--- config.mk ---
export PLATFORM = sky130hd
export DESIGN_NAME = arsc_ctrl
export DESIGN_NICKNAME = d
export VERILOG_FILES = /design/src/design/arsc_pkg.sv /design/src/design/arsc_ctrl.sv
export SDC_FILE = /design/constraint.sdc
export NUM_CORES = 1
export LEC_CHECK = 0
export BUFFER_PORTS_ARGS = -buffer_cell sky130_fd_sc_hd__buf_2
export CAP_MARGIN = 10
export CORE_AREA = 2 2 39 41
export DETAILED_ROUTE_END_ITERATION = 8
export DIE_AREA = 0 0 41 43
export GPL_ROUTABILITY_DRIVEN = 0
export PLACE_DENSITY_LB_ADDON = 0.05
export SLEW_MARGIN = 20
export SYNTH_ARGS = -nofsm -noshare
export SYNTH_HDL_FRONTEND = slang
export SYNTH_SLANG_ARGS = --single-unit
--- constraint.sdc ---
create_clock -name clk -period 2.5 [get_ports clk]
set_input_delay 0.75 -clock clk [delete_from_list [all_inputs] [get_ports clk]]
set_output_delay 0.75 -clock clk [all_outputs]
set_load 0.02 [all_outputs]
--- src/design/arsc_pkg.sv ---
`default_nettype none

package arsc_pkg;

	localparam int TABLE_DEPTH_DEF = 64;

	typedef enum logic [2:0] {
		ACT_MALLOC = 3'd0,
		ACT_FREE   = 3'd1,
		ACT_LOAD   = 3'd2,
		ACT_STORE  = 3'd3,
		ACT_STACK  = 3'd4,
		ACT_EXIT   = 3'd5
	} act_t;

	typedef enum logic [3:0] {
		STS_OK           = 4'd0,
		STS_DOUBLE_FREE  = 4'd1,
		STS_FREE_UNALLOC = 4'd2,
		STS_LOAD_UAF     = 4'd3,
		STS_STORE_UAF    = 4'd4,
		STS_LOAD_UNALLOC = 4'd5,
		STS_STORE_UNALLOC = 4'd6,
		STS_LEAK         = 4'd7,
		STS_FULL         = 4'd8,
		STS_HALTED       = 4'd9
	} status_t;

	typedef enum logic [1:0] {
		KIND_ALLOC = 2'd0,
		KIND_FREED = 2'd1,
		KIND_STACK = 2'd2
	} kind_t;

	typedef struct packed {
		logic [63:0] base;
		logic [31:0] len;
		kind_t       kind;
	} entry_t;

	typedef enum logic [1:0] {
		FSM_IDLE,
		FSM_DECODE,
		FSM_SCAN,
		FSM_UPDATE
	} fsm_t;

	typedef struct packed {
		logic capture;
		logic scan_start;
		logic scan_run;
		logic commit;
	} cmd_t;

	typedef struct packed {
		logic halted;
		logic needs_scan;
		logic scan_done;
		logic out_free;
	} sts_t;

endpackage

`default_nettype wire

--- src/design/arsc_ctrl.sv ---
`default_nettype none

module arsc_ctrl import arsc_pkg::*; (
	input  wire logic clk,
	input  wire logic arst_n,
	input  wire logic in_valid,
	output logic      in_stall,
	input  wire sts_t sts,
	output cmd_t      cmd
);

	fsm_t state_q, state_nx;

	always_ff @(posedge clk or negedge arst_n) begin
		if (!arst_n) begin
			state_q <= FSM_IDLE;
		end else begin
			state_q <= state_nx;
		end
	end

	always_comb begin
		state_nx = state_q;
		unique case (state_q)
			FSM_IDLE: begin
				if (in_valid) state_nx = FSM_DECODE;
			end
			FSM_DECODE: begin
				state_nx = sts.needs_scan ? FSM_SCAN : FSM_UPDATE;
			end
			FSM_SCAN: begin
				if (sts.scan_done) state_nx = FSM_UPDATE;
			end
			FSM_UPDATE: begin
				if (sts.out_free) state_nx = FSM_IDLE;
			end
			default: state_nx = FSM_IDLE;
		endcase
	end

	always_comb begin
		cmd      = '0;
		in_stall = 1'b1;
		unique case (state_q)
			FSM_IDLE: begin
				in_stall    = 1'b0;
				cmd.capture = in_valid;
			end
			FSM_DECODE: begin
				cmd.scan_start = sts.needs_scan;
			end
			FSM_SCAN: begin
				cmd.scan_run = 1'b1;
			end
			FSM_UPDATE: begin
				cmd.commit = sts.out_free;
			end
			default: begin
				in_stall = 1'b1;
			end
		endcase
	end

endmodule

`default_nettype wire

== Word level (Yosys, flattened, before mapping) ==
Cells that the tools add are included.

* Logic and storage cells: 19
* Input bits: 7
* Register bits: 2

* Eq/ne operators: 6
* Mux-type cells: 10
* Reductions and logical operators: 2

{| class="wikitable"
|+ Operators with widths
! operator !! number
|-
| case mux 2 bit (4 select lines) || 1
|-
| two-way mux 1 bit || 6
|-
| two-way mux 2 bit || 3
|-
| inequality test 2 bit, second input constant || 3
|-
| equality test 2 bit, second input constant || 2
|-
| AND reduction 3 bit || 1
|-
| equality test 2 x 1 -> 1 bit, second input constant || 1
|-
| logical NOT 2 bit || 1
|}

== Logic depth before layout (Yosys ltp) ==
Gate-level depths: netlist of the first run.

* Word-level depth: 3
* Mapped depth: 5
* Gate-level depth less buffers: 5

== Worst setup path after synthesis of the first run ==
No wires, ideal clock.

* Path kind: input -> output
* Start: input port sts[2] in the netlist's numbering
* End: output port cmd[2] in the netlist's numbering
* Cell stages on the path: 1
* Required time: 1.750 ns
* Path buffers: 0
* Data arrival time: 0.966 ns
* Slack: 0.784 ns
* Path through: and2_1

* Word-level cells in the longest chain between the ends: 1

{| class="wikitable"
|+ RTL lines
! element !! RTL line !! source
|-
| start: declaration || arsc_ctrl.sv:8 || <nowiki>input wire sts_t sts,</nowiki>
|-
| two-way mux 1 bit || arsc_ctrl.sv:44 || <nowiki>unique case (state_q)</nowiki>
|-
| end: declaration || arsc_ctrl.sv:9 || <nowiki>output cmd_t cmd</nowiki>
|}

Every way passes these cells.

==> results of run 1 <==
==> final cells by class <==
class	count	area, um^2	area share, %
multi-input combinational	17	183.9	53.85
sequential	2	50.05	14.65
timing repair buffer	10	50.05	14.65
clock buffer	3	22.52	6.593
tap	16	20.02	5.861
inverter	4	15.01	4.396
==> power by group through the flow <==
stage / combinational (mW) / sequential [mW] / clock, mW
final: 0.289 / 0.0757 / 0.0703
after floorplan: 0.238 / 0.0689 / 0
after CTS: 0.296 / 0.0777 / 0.0753
after global placement: 0.297 / 0.0781 / 0
after detailed placement: 0.294 / 0.0780 / 0
after global routing: 0.322 / 0.0811 / 0.0845
==> layer usage <==
layer / GRT usage (%) / up-vias
li1: - / 101
met4: 10.00 / 0
met3: 3.141 / 0
met1: 8.307 / 87
met5: 0 / -
met2: 8.438 / 5
==> worst paths after layout <==
kind,end,slack (ps),start,depth (start not counted)
min in group clk,state_q[0],600,state_q[0],1
max,cmd[3],440,state_q[0],4
min,state_q[1],310,arst_n,1
max in group asynchronous,state_q[0],2090,arst_n,1
max reg2reg,state_q[1],940,state_q[0],5
min reg2reg,state_q[0],600,state_q[0],1
==> placed cells by master (no fill, tap or decap) <==
cell type	count
nor2_1	1
a2bb2oi_2	1
and2_2	1
ha_1	5
clkbuf_4	3
nor2b_4	1
dfrtp_1	2
nor3_4	1
mux2_4	1
nor2b_2	2
and2_1	2
nor4_2	1
inv_1	4
a211oi_1	1
buf_2	10
==> Yosys cell counts <==
| master | n | area (um^2) |
|---|---|---|
| nor2_1 | 1 | 3.750 |
| nor2b_4 | 1 | 13.76 |
| and2_2 | 1 | 7.510 |
| a2bb2oi_2 | 1 | 15.01 |
| a211oi_1 | 1 | 7.510 |
| ha_1 | 5 | 62.56 |
| and2_1 | 2 | 12.51 |
| nor2b_2 | 2 | 17.52 |
| nor4_2 | 1 | 12.51 |
| inv_1 | 4 | 15.01 |
| nor3_4 | 1 | 16.27 |
| mux2_4 | 1 | 15.01 |
| dfrtp_1 | 2 | 50.05 |
==> kinds of logic (layout without fill, tap and decap cells) <==
| group | Yosys count | in the layout | share of synthesized area (%) |
|---|---|---|---|
| AOI/OAI and AO/OA | 2 | 2 | 9.045 |
| adders and majority gates | 5 | 5 | 25.13 |
| buffers and inverters | 4 | 17 | 6.028 |
| DFF | 2 | 2 | 20.10 |
| muxes | 1 | 1 | 6.028 |
| and+or+nand+nor | 9 | 9 | 33.67 |
==> metrics by stage <==
| step | hold slack [ps] | utilization (%) | area [um^2] |
|---|---|---|---|
| floorplan | 454.4 | - | 249.0 |
| global placement | 533.6 | 23.06 | 319.1 |
| detailed placement | 538.6 | 23.06 | 319.1 |
| CTS | 295.7 | 24.68 | 341.6 |
| global route | 285.0 | 24.68 | 341.6 |
| finish | 305.5 | 24.68 | 341.6 |
==> impl_metrics.ini, run 1 <==
[worst_setup_path]
cp_max_fo = 4
timing.critical_path.slowest_cell_delay_ps = 410
cp_cell_sequence = inv_1 -> ha_1 -> and2_2 -> buf_2
cp.arrival_ps = 1310
critical_path.endpoint_type = output port
startpoint_type = register
critical_path.top_delay_family = flip-flops
crit_type = register to output port
worst_ep_required_time_ps = 1750
critPathSlowestCell = dfrtp_1
crit_buf_inv = 2

[floorplan]
die_h_um = 43
dieArea_um2 = 1763
die_w_um = 41
core_um2 = 1384
start_util_pct = 17.99
io_pins = 12
rows = 14

[yosys]
syn_inst = 23
yosys_warnings = 0
ys_seq_area_share_pct = 20.10
synth_nets = 35
avgSynthCellArea_um2 = 10.83
synth_cell_types = 13
ys_ff_latch = 2
netlist_area_um2 = 249.0

[cts]
cts_setup_buffers = 0
ctsResizeCount = 0
cts_tree = yes
cts-root-buf = clkbuf_4
h-tree-depth = 1
path_clk_slew_ps = 30
cts_sinks = 2
ctsLongestPathBuffers = 2
cts_made_buffers = 3
clk_latency_ps = 220
cts-hold-fix-buffers = 0

[routing]
wl_met1_um = 184
top_layer_used = met3
vias = 193
drc_errors = 0
drt-total-wl_um = 439
drt_pass1_iterations = 2
wl_per_cell_um = 8.442
vias_per_cell = 3.712
drtIter0Drc = 1
dr_wl_met2_um = 235
route.met3.wl_um = 19
postRouteAntennaNets = 0

[grt]
grt_use_total_pct = 7.415
grt_pass1_wl_um = 772
grt_max_degree = 6
grt_remaining_overflow = 0
antenna_found_initial = 0
grt_pass1_vias = 199

[pwr]
intPower_uw = 251.8
swShare_pct = 42.09
pwr-share-seq_pct = 17.4
power_frac_comb_pct = 66.4
pwr-share-clk_pct = 16.2
power_uw = 434.8
p_sw_uw = 183.0
p_per_area_nw_per_um2 = 1273
p_leak_nw = 0.1810
vdd_drop_max_v = 0.0002609

[placement]
port_buffers = 10
dp.cells = 49
dpl_worst_slack_ps = 549.1
hpwl_um = 394.1

[timing]
max_freq_mhz = 484.7
finalClockSkew_ps = 3.929
slew_violations = 0
period_share_pct = 82.52
hold_viol = 0
rsz0062_at_grt = false
worstMarginPinSlew_ps = 260.7
setup_viol = 0
slew-limit-headroom_pct = 82.52
fin_ws_ps = 437.1
fin_crit_ps = 2063
setup_tns_ps = 0

[final_layout]
drive_gt1_share_pct = 58.33
largest_register_ffs = 2
antenna-diode-count = 0
largestRegisters = state_q (2)
nets = 50
layout.cells.non_filler = 52
fillerInstances = 156
syn2layout_area_growth_pct = 37.19
top_register = state_q

[run]
drv_cap = 0

[outcome]
status = finished, final reports clean

[worst_hold_path]
hp-class = input port to asynchronous set/reset pin
No activity file was read; power rests on OpenSTA's default activity.
==> inputs of run 2 (changes only) <==
Settings changed: ABC_AREA set to 1.
Clock period 2.5 ns to 1.7 ns, I/O delays scaled along.
==> run 2 against run 1 <==
Against the previous run:
- routed wire length grew 13%
- clock power increased by 48%
- utilization is 2.7 points higher
- clock skew fell by 1.9 ps
- area after synthesis increased by 1.0%
- combinational power up 52%
- die area unchanged
- register-to-register slack got worse by 340 ps
- clock-buffer cell count did not move
- synthesized cell count up 61%
- critical endpoint is now cmd[2]
==> impl_metrics.ini, run 2 <==
[outcome]
status = finished, final reports clean

[final_layout]
top_register = state_q
drive_gt1_share_pct = 52.94
layout.cells.non_filler = 67
layout_commonest_cell = nand2_1
fillerInstances = 167
final_cell_mix = 10 x nand2_1, 9 x inv_1, 8 x buf_2
multiInputGateArea_um2 = 173.9
largestRegisters = state_q (2)
largest_register_ffs = 2
final_cell_area_um2 = 379.1
antenna-diode-count = 0
syn2layout_area_growth_pct = 50.75
fin_util_pct = 27.40
nets = 65
ff_latch_area_um2 = 52.55

[timing]
worstMarginPinSlew_ps = 135.2
hold_viol = 0
slew_violations = 0
fin_crit_ps = 1659
fin_ws_ps = 41.21
rsz0062_at_grt = true
period_share_pct = 97.58
slew-limit-headroom_pct = 90.98
setup_viol = 0
finalClockSkew_ps = 1.990
max_freq_mhz = 602.8

[cts]
clk_latency_ps = 220
path_clk_slew_ps = 30
ctsLongestPathBuffers = 2
cts_made_buffers = 3
cts-root-buf = clkbuf_4
cts-hold-fix-buffers = 0
cts_sinks = 2
h-tree-depth = 1
cts_tree = yes

[yosys]
yosys-top-cells-count = 11 x inv_1, 10 x nand2_1, 5 x ha_1
ys_ff_latch = 2
synth_edf_count = 0
ys.flop_type = dfrtp_1
synth_cell_types = 9
synth_top_area_share_pct = 24.88
ys_top_cells_by_area = ha_1 25%, dfrtp_1 20%, inv_1 16%
synth-async-reset-ratio_pct = 100.0
ys_seq_area_share_pct = 19.90
avgSynthCellArea_um2 = 6.797
yosys_warnings = 0
syn_inst = 37
netlist.top_cell.by_area = ha_1
synth_nets = 49
netlist_area_um2 = 251.5
synth.most_common_cell = inv_1

[floorplan]
die_w_um = 41
io_pins = 12
start_util_pct = 18.17
rows = 14
core_um2 = 1384
die_h_um = 43
dieArea_um2 = 1763

[worst_setup_path]
cp_max_fo = 5
r2r_cells = 5
crit_buf_inv = 3
rr_endpoint = state_q[0]
timing.critical_path.slowest_cell_delay_ps = 430
critical_path.endpoint_type = output port
timing.reg2reg.setup_slack_ps = 600
cp_cell_sequence = inv_2 -> ha_2 -> nand2_1 -> inv_1 -> buf_4
critPathSlowestCell = dfrtp_2
worst_ep_required_time_ps = 1190
cp.arrival_ps = 1150
startpoint_type = register
critical_path.top_delay_family = flip-flops
r2r_start = state_q[0]
crit_type = register to output port

[grt]
grt_remaining_overflow = 0
grt_use_total_pct = 8.032
grt_pass1_wl_um = 924
antenna_found_initial = 0
grt_pass1_vias = 234
grt_max_degree = 6

[routing]
drt_pass1_iterations = 3
wl_per_cell_um = 7.388
drc_errors = 0
drt-total-wl_um = 495
vias = 237
vias_per_cell = 3.537
drtIter0Drc = 2
postRouteAntennaNets = 0

[worst_hold_path]
hp-class = input port to asynchronous set/reset pin

[placement]
port_buffers = 10
dp.cells = 63
dpl_worst_slack_ps = 136.3
place_area_um2 = 321.6
hpwl_um = 430.7

[pwr]
vdd_drop_max_v = 0.0004286
p_leak_nw = 0.2434
power_uw = 665.4
p_per_area_nw_per_um2 = 1755

[run]
drv_cap = 0
## run 2: cell types whose count changed in the layout (fill, tap and decap cells not counted), moves of 3 or more
cell,change
nand3_1,+3
ha_1,-3
nand2_2,+3
nand2_1,+10
inv_1,+5
buf_4,+3
## run 2: worst max path at each step
stage | startpoint | end | slack [ps] | cells past startpoint
2_1_floorplan | state_q[0] | cmd[3] | 290 | 4
3_3_place_gp | state_q[0] | cmd[3] | 150 | 5
3_5_place_dp | state_q[0] | cmd[3] | 140 | 5
4_1_cts | state_q[1] | cmd[2] | 1 | 5
5_1_grt | state_q[1] | cmd[2] | -30 | 5
6_report | state_q[1] | cmd[2] | 40 | 5
## run 2: what timing repair did
item	in CTS	in global routing
setup buffers	1	0
gates cloned	0	0
endpoints found under the setup margin	4	4
gates resized for setup	7	4
## run 2: routing by layer
| layer | vias to the layer above | global-route usage [%] | part of all wire (%) |
|---|---|---|---|
| li1 | 134 | - | - |
| met5 | - | 0 | 0 |
| met4 | 0 | 2.000 | 0 |
| met1 | 95 | 10.29 | 46 |
| met3 | 0 | 4.712 | 7.5 |
| met2 | 8 | 11.25 | 46 |
## run 2: area by class of cell
type	count	share of cell area [%]
Inverter	12	12.54
Clock buffer	3	5.941
Tap cell	16	5.281
Multi-Input combinational cell	23	45.87
Timing Repair Buffer	11	16.50
Sequential cell	2	13.86
## run 2: logic make-up after synthesis
family	share of synthesized area (%)
flip-flops	19.90
adder cells (fa/ha/maj)	24.88
buffers and inverters	17.91
AND/OR/NAND/NOR	37.31
## run 2: worst register-to-register path, stage by stage, from the launching register on
cell and delay (ps):
dfrtp_2 440, ha_1 230, nand2_2 80, nand3_1 110
nand2_1 80, nand2_1 50
## run 2: per-stage QoR
step,hold WS (ps),TNS (ps)
2_1_floorplan,214.4,0
3_3_place_gp,295.0,0
3_5_place_dp,295.9,0
4_1_cts,54.52,0
5_1_grt,58.76,-43.95
6_report,63.92,0
## run 2: where the power goes
group          internal (mW)  switching, mW  total [mW]
Sequential            0.0802         0.0438       0.124
Combinational          0.189          0.249       0.438
Clock                 0.0778         0.0260       0.104
Total                  0.347          0.319       0.665
==> inputs of run 3 (changes only) <==
--- a/config.mk
+++ b/config.mk
@@ -10,5 +10,5 @@
 export CAP_MARGIN = 10
-export CORE_AREA = 2 2 39 41
+export CORE_AREA = 5 5 42 44
 export DETAILED_ROUTE_END_ITERATION = 8
-export DIE_AREA = 0 0 41 43
+export DIE_AREA = 0 0 47 49
 export GPL_ROUTABILITY_DRIVEN = 0
--- a/constraint.sdc
+++ b/constraint.sdc
@@ -3,2 +3,2 @@
 set_output_delay 0.51 -clock clk [all_outputs]
-set_load 0.02 [all_outputs]
+set_load 0.005 [all_outputs]
==> run 3 against run 2 <==
Against the previous run:
- die area is 31% higher
- maximum frequency grew 2.5%
- sequential share of layout area up 0.38 points
- clock-buffer cell count stayed put
- critical path depth decreased by 1
- global-route usage shrank 2.7 points
- final area down 2.6%
- clock power is essentially flat
- critical path type unchanged
==> impl_metrics.ini, run 3 (synthesis results as in run 2) <==
[pwr]
power_frac_comb_pct = 61.8
vdd_drop_max_v = 0.0006581
swShare_pct = 45.32
pwr-share-seq_pct = 21.3
intPower_uw = 326.6
p_leak_nw = 0.2385
pwr-share-clk_pct = 16.8
p_sw_uw = 270.7
p_per_area_nw_per_um2 = 1618

[cts]
cts_sinks = 2
ctsLongestPathBuffers = 2
path_clk_slew_ps = 30
cts_made_buffers = 3
cts-root-buf = clkbuf_4
cts_setup_buffers = 0
cts_tree = yes
clk_latency_ps = 220
h-tree-depth = 1

[grt]
grt_pass1_vias = 225
grt_max_degree = 6
grt_pass1_wl_um = 890
antenna_found_initial = 0
grt_use_total_pct = 5.285
grt_remaining_overflow = 0

[timing]
worstMarginPinSlew_ps = 136.3
finalClockSkew_ps = 1.040
slew-limit-headroom_pct = 90.91
rsz0062_at_grt = false
max_freq_mhz = 617.8
slew_violations = 0
hold_ws_ps = 69.65
fin_crit_ps = 1619
period_share_pct = 95.21
setup_tns_ps = 0
setup_viol = 0
hold_viol = 0

[placement]
dp.cells = 63
port_buffers = 10
hpwl_um = 444.7

[worst_setup_path]
timing.reg2reg.setup_slack_ps = 590
r2r_cells = 5
critical_path.endpoint_type = output port
startpoint_type = register
cp_max_fo = 5
r2r_start = state_q[0]
cp.arrival_ps = 1110
crit_type = register to output port
worst_ep_required_time_ps = 1190
rr_endpoint = state_q[1]

[floorplan]
dieArea_um2 = 2303
core_um2 = 1401
die_h_um = 49
die_w_um = 47
rows = 14
start_util_pct = 17.95
io_pins = 12

[final_layout]
layout.cells.non_filler = 66
drive_gt1_share_pct = 52.00
syn2layout_area_growth_pct = 46.77
nets = 64
antenna-diode-count = 0
largest_register_ffs = 2
top_register = state_q
largestRegisters = state_q (2)
fin_util_pct = 26.34
final_cell_mix = 10 x nand2_1, 10 x buf_2, 9 x inv_1

[run]
drv_cap = 0

[worst_hold_path]
hp-class = input port to asynchronous set/reset pin

[routing]
drt-total-wl_um = 502
drc_errors = 0
vias_per_cell = 3.864
drt_pass1_iterations = 4
drtIter0Drc = 4
vias = 255
postRouteAntennaNets = 0
wl_per_cell_um = 7.606

[outcome]
status = finished, final reports clean
## run 3: area by class of cell
cell class / instances / area (um^2)
Fill cell: 162 / 1032
Sequential cell: 2 / 52.55
Multi-Input combinational cell: 23 / 173.9
Timing Repair Buffer: 10 / 50.05
Clock buffer: 3 / 22.52
Tap cell: 16 / 20.02
Inverter: 12 / 50.05
## run 3: critical path, stage by stage, from the launching register on
cell     delay [ps]
dfrtp_2         440
ha_1            240
nand2_1          70
inv_1            30
buf_2           110
## run 3: how the worst max path moves through the flow
stage | endpoint | slack [ps] | from
floorplan | cmd[3] | 370 | state_q[0]
global placement | cmd[3] | 220 | state_q[0]
detailed placement | cmd[3] | 200 | state_q[0]
CTS | cmd[3] | 20 | state_q[1]
global route | cmd[2] | 3 | state_q[1]
finish | cmd[0] | 80 | state_q[0]
## run 3: metrics by stage
stage                     instance area [um^2]  setup WS (ps)  power, mW
after floorplan                          251.5          372.9     0.3486
after global placement                   321.6          218.5     0.4483
after detailed placement                 321.6          199.1     0.4527
after CTS                                346.6          17.90     0.5685
after global routing                     369.1          2.690     0.6835
final                                    369.1          81.35     0.5973
## run 3: repair_timing
action                                  in CTS  in global routing
resized for setup                            2                  8
hold buffers                                 0                  0
endpoints found under the setup margin       1                  4
endpoints found under the hold margin        0                  0
gates cloned                                 0                  0
## run 3: power by group through the flow
| stage | sequential, mW | combinational (mW) | clock [mW] |
|---|---|---|---|
| floorplan | 0.101 | 0.248 | 0 |
| global placement | 0.110 | 0.338 | 0 |
| detailed placement | 0.110 | 0.343 | 0 |
| CTS | 0.112 | 0.350 | 0.107 |
| global route | 0.133 | 0.432 | 0.118 |
| finish | 0.127 | 0.369 | 0.101 |
## run 3: metal layers
layer,GRT usage (%),share of wire [%],vias to the layer above
met1,6.167,38,115
met4,2.765,0,0
met5,0,0,-
met2,7.014,52,8
met3,3.690,10,0
li1,-,-,132
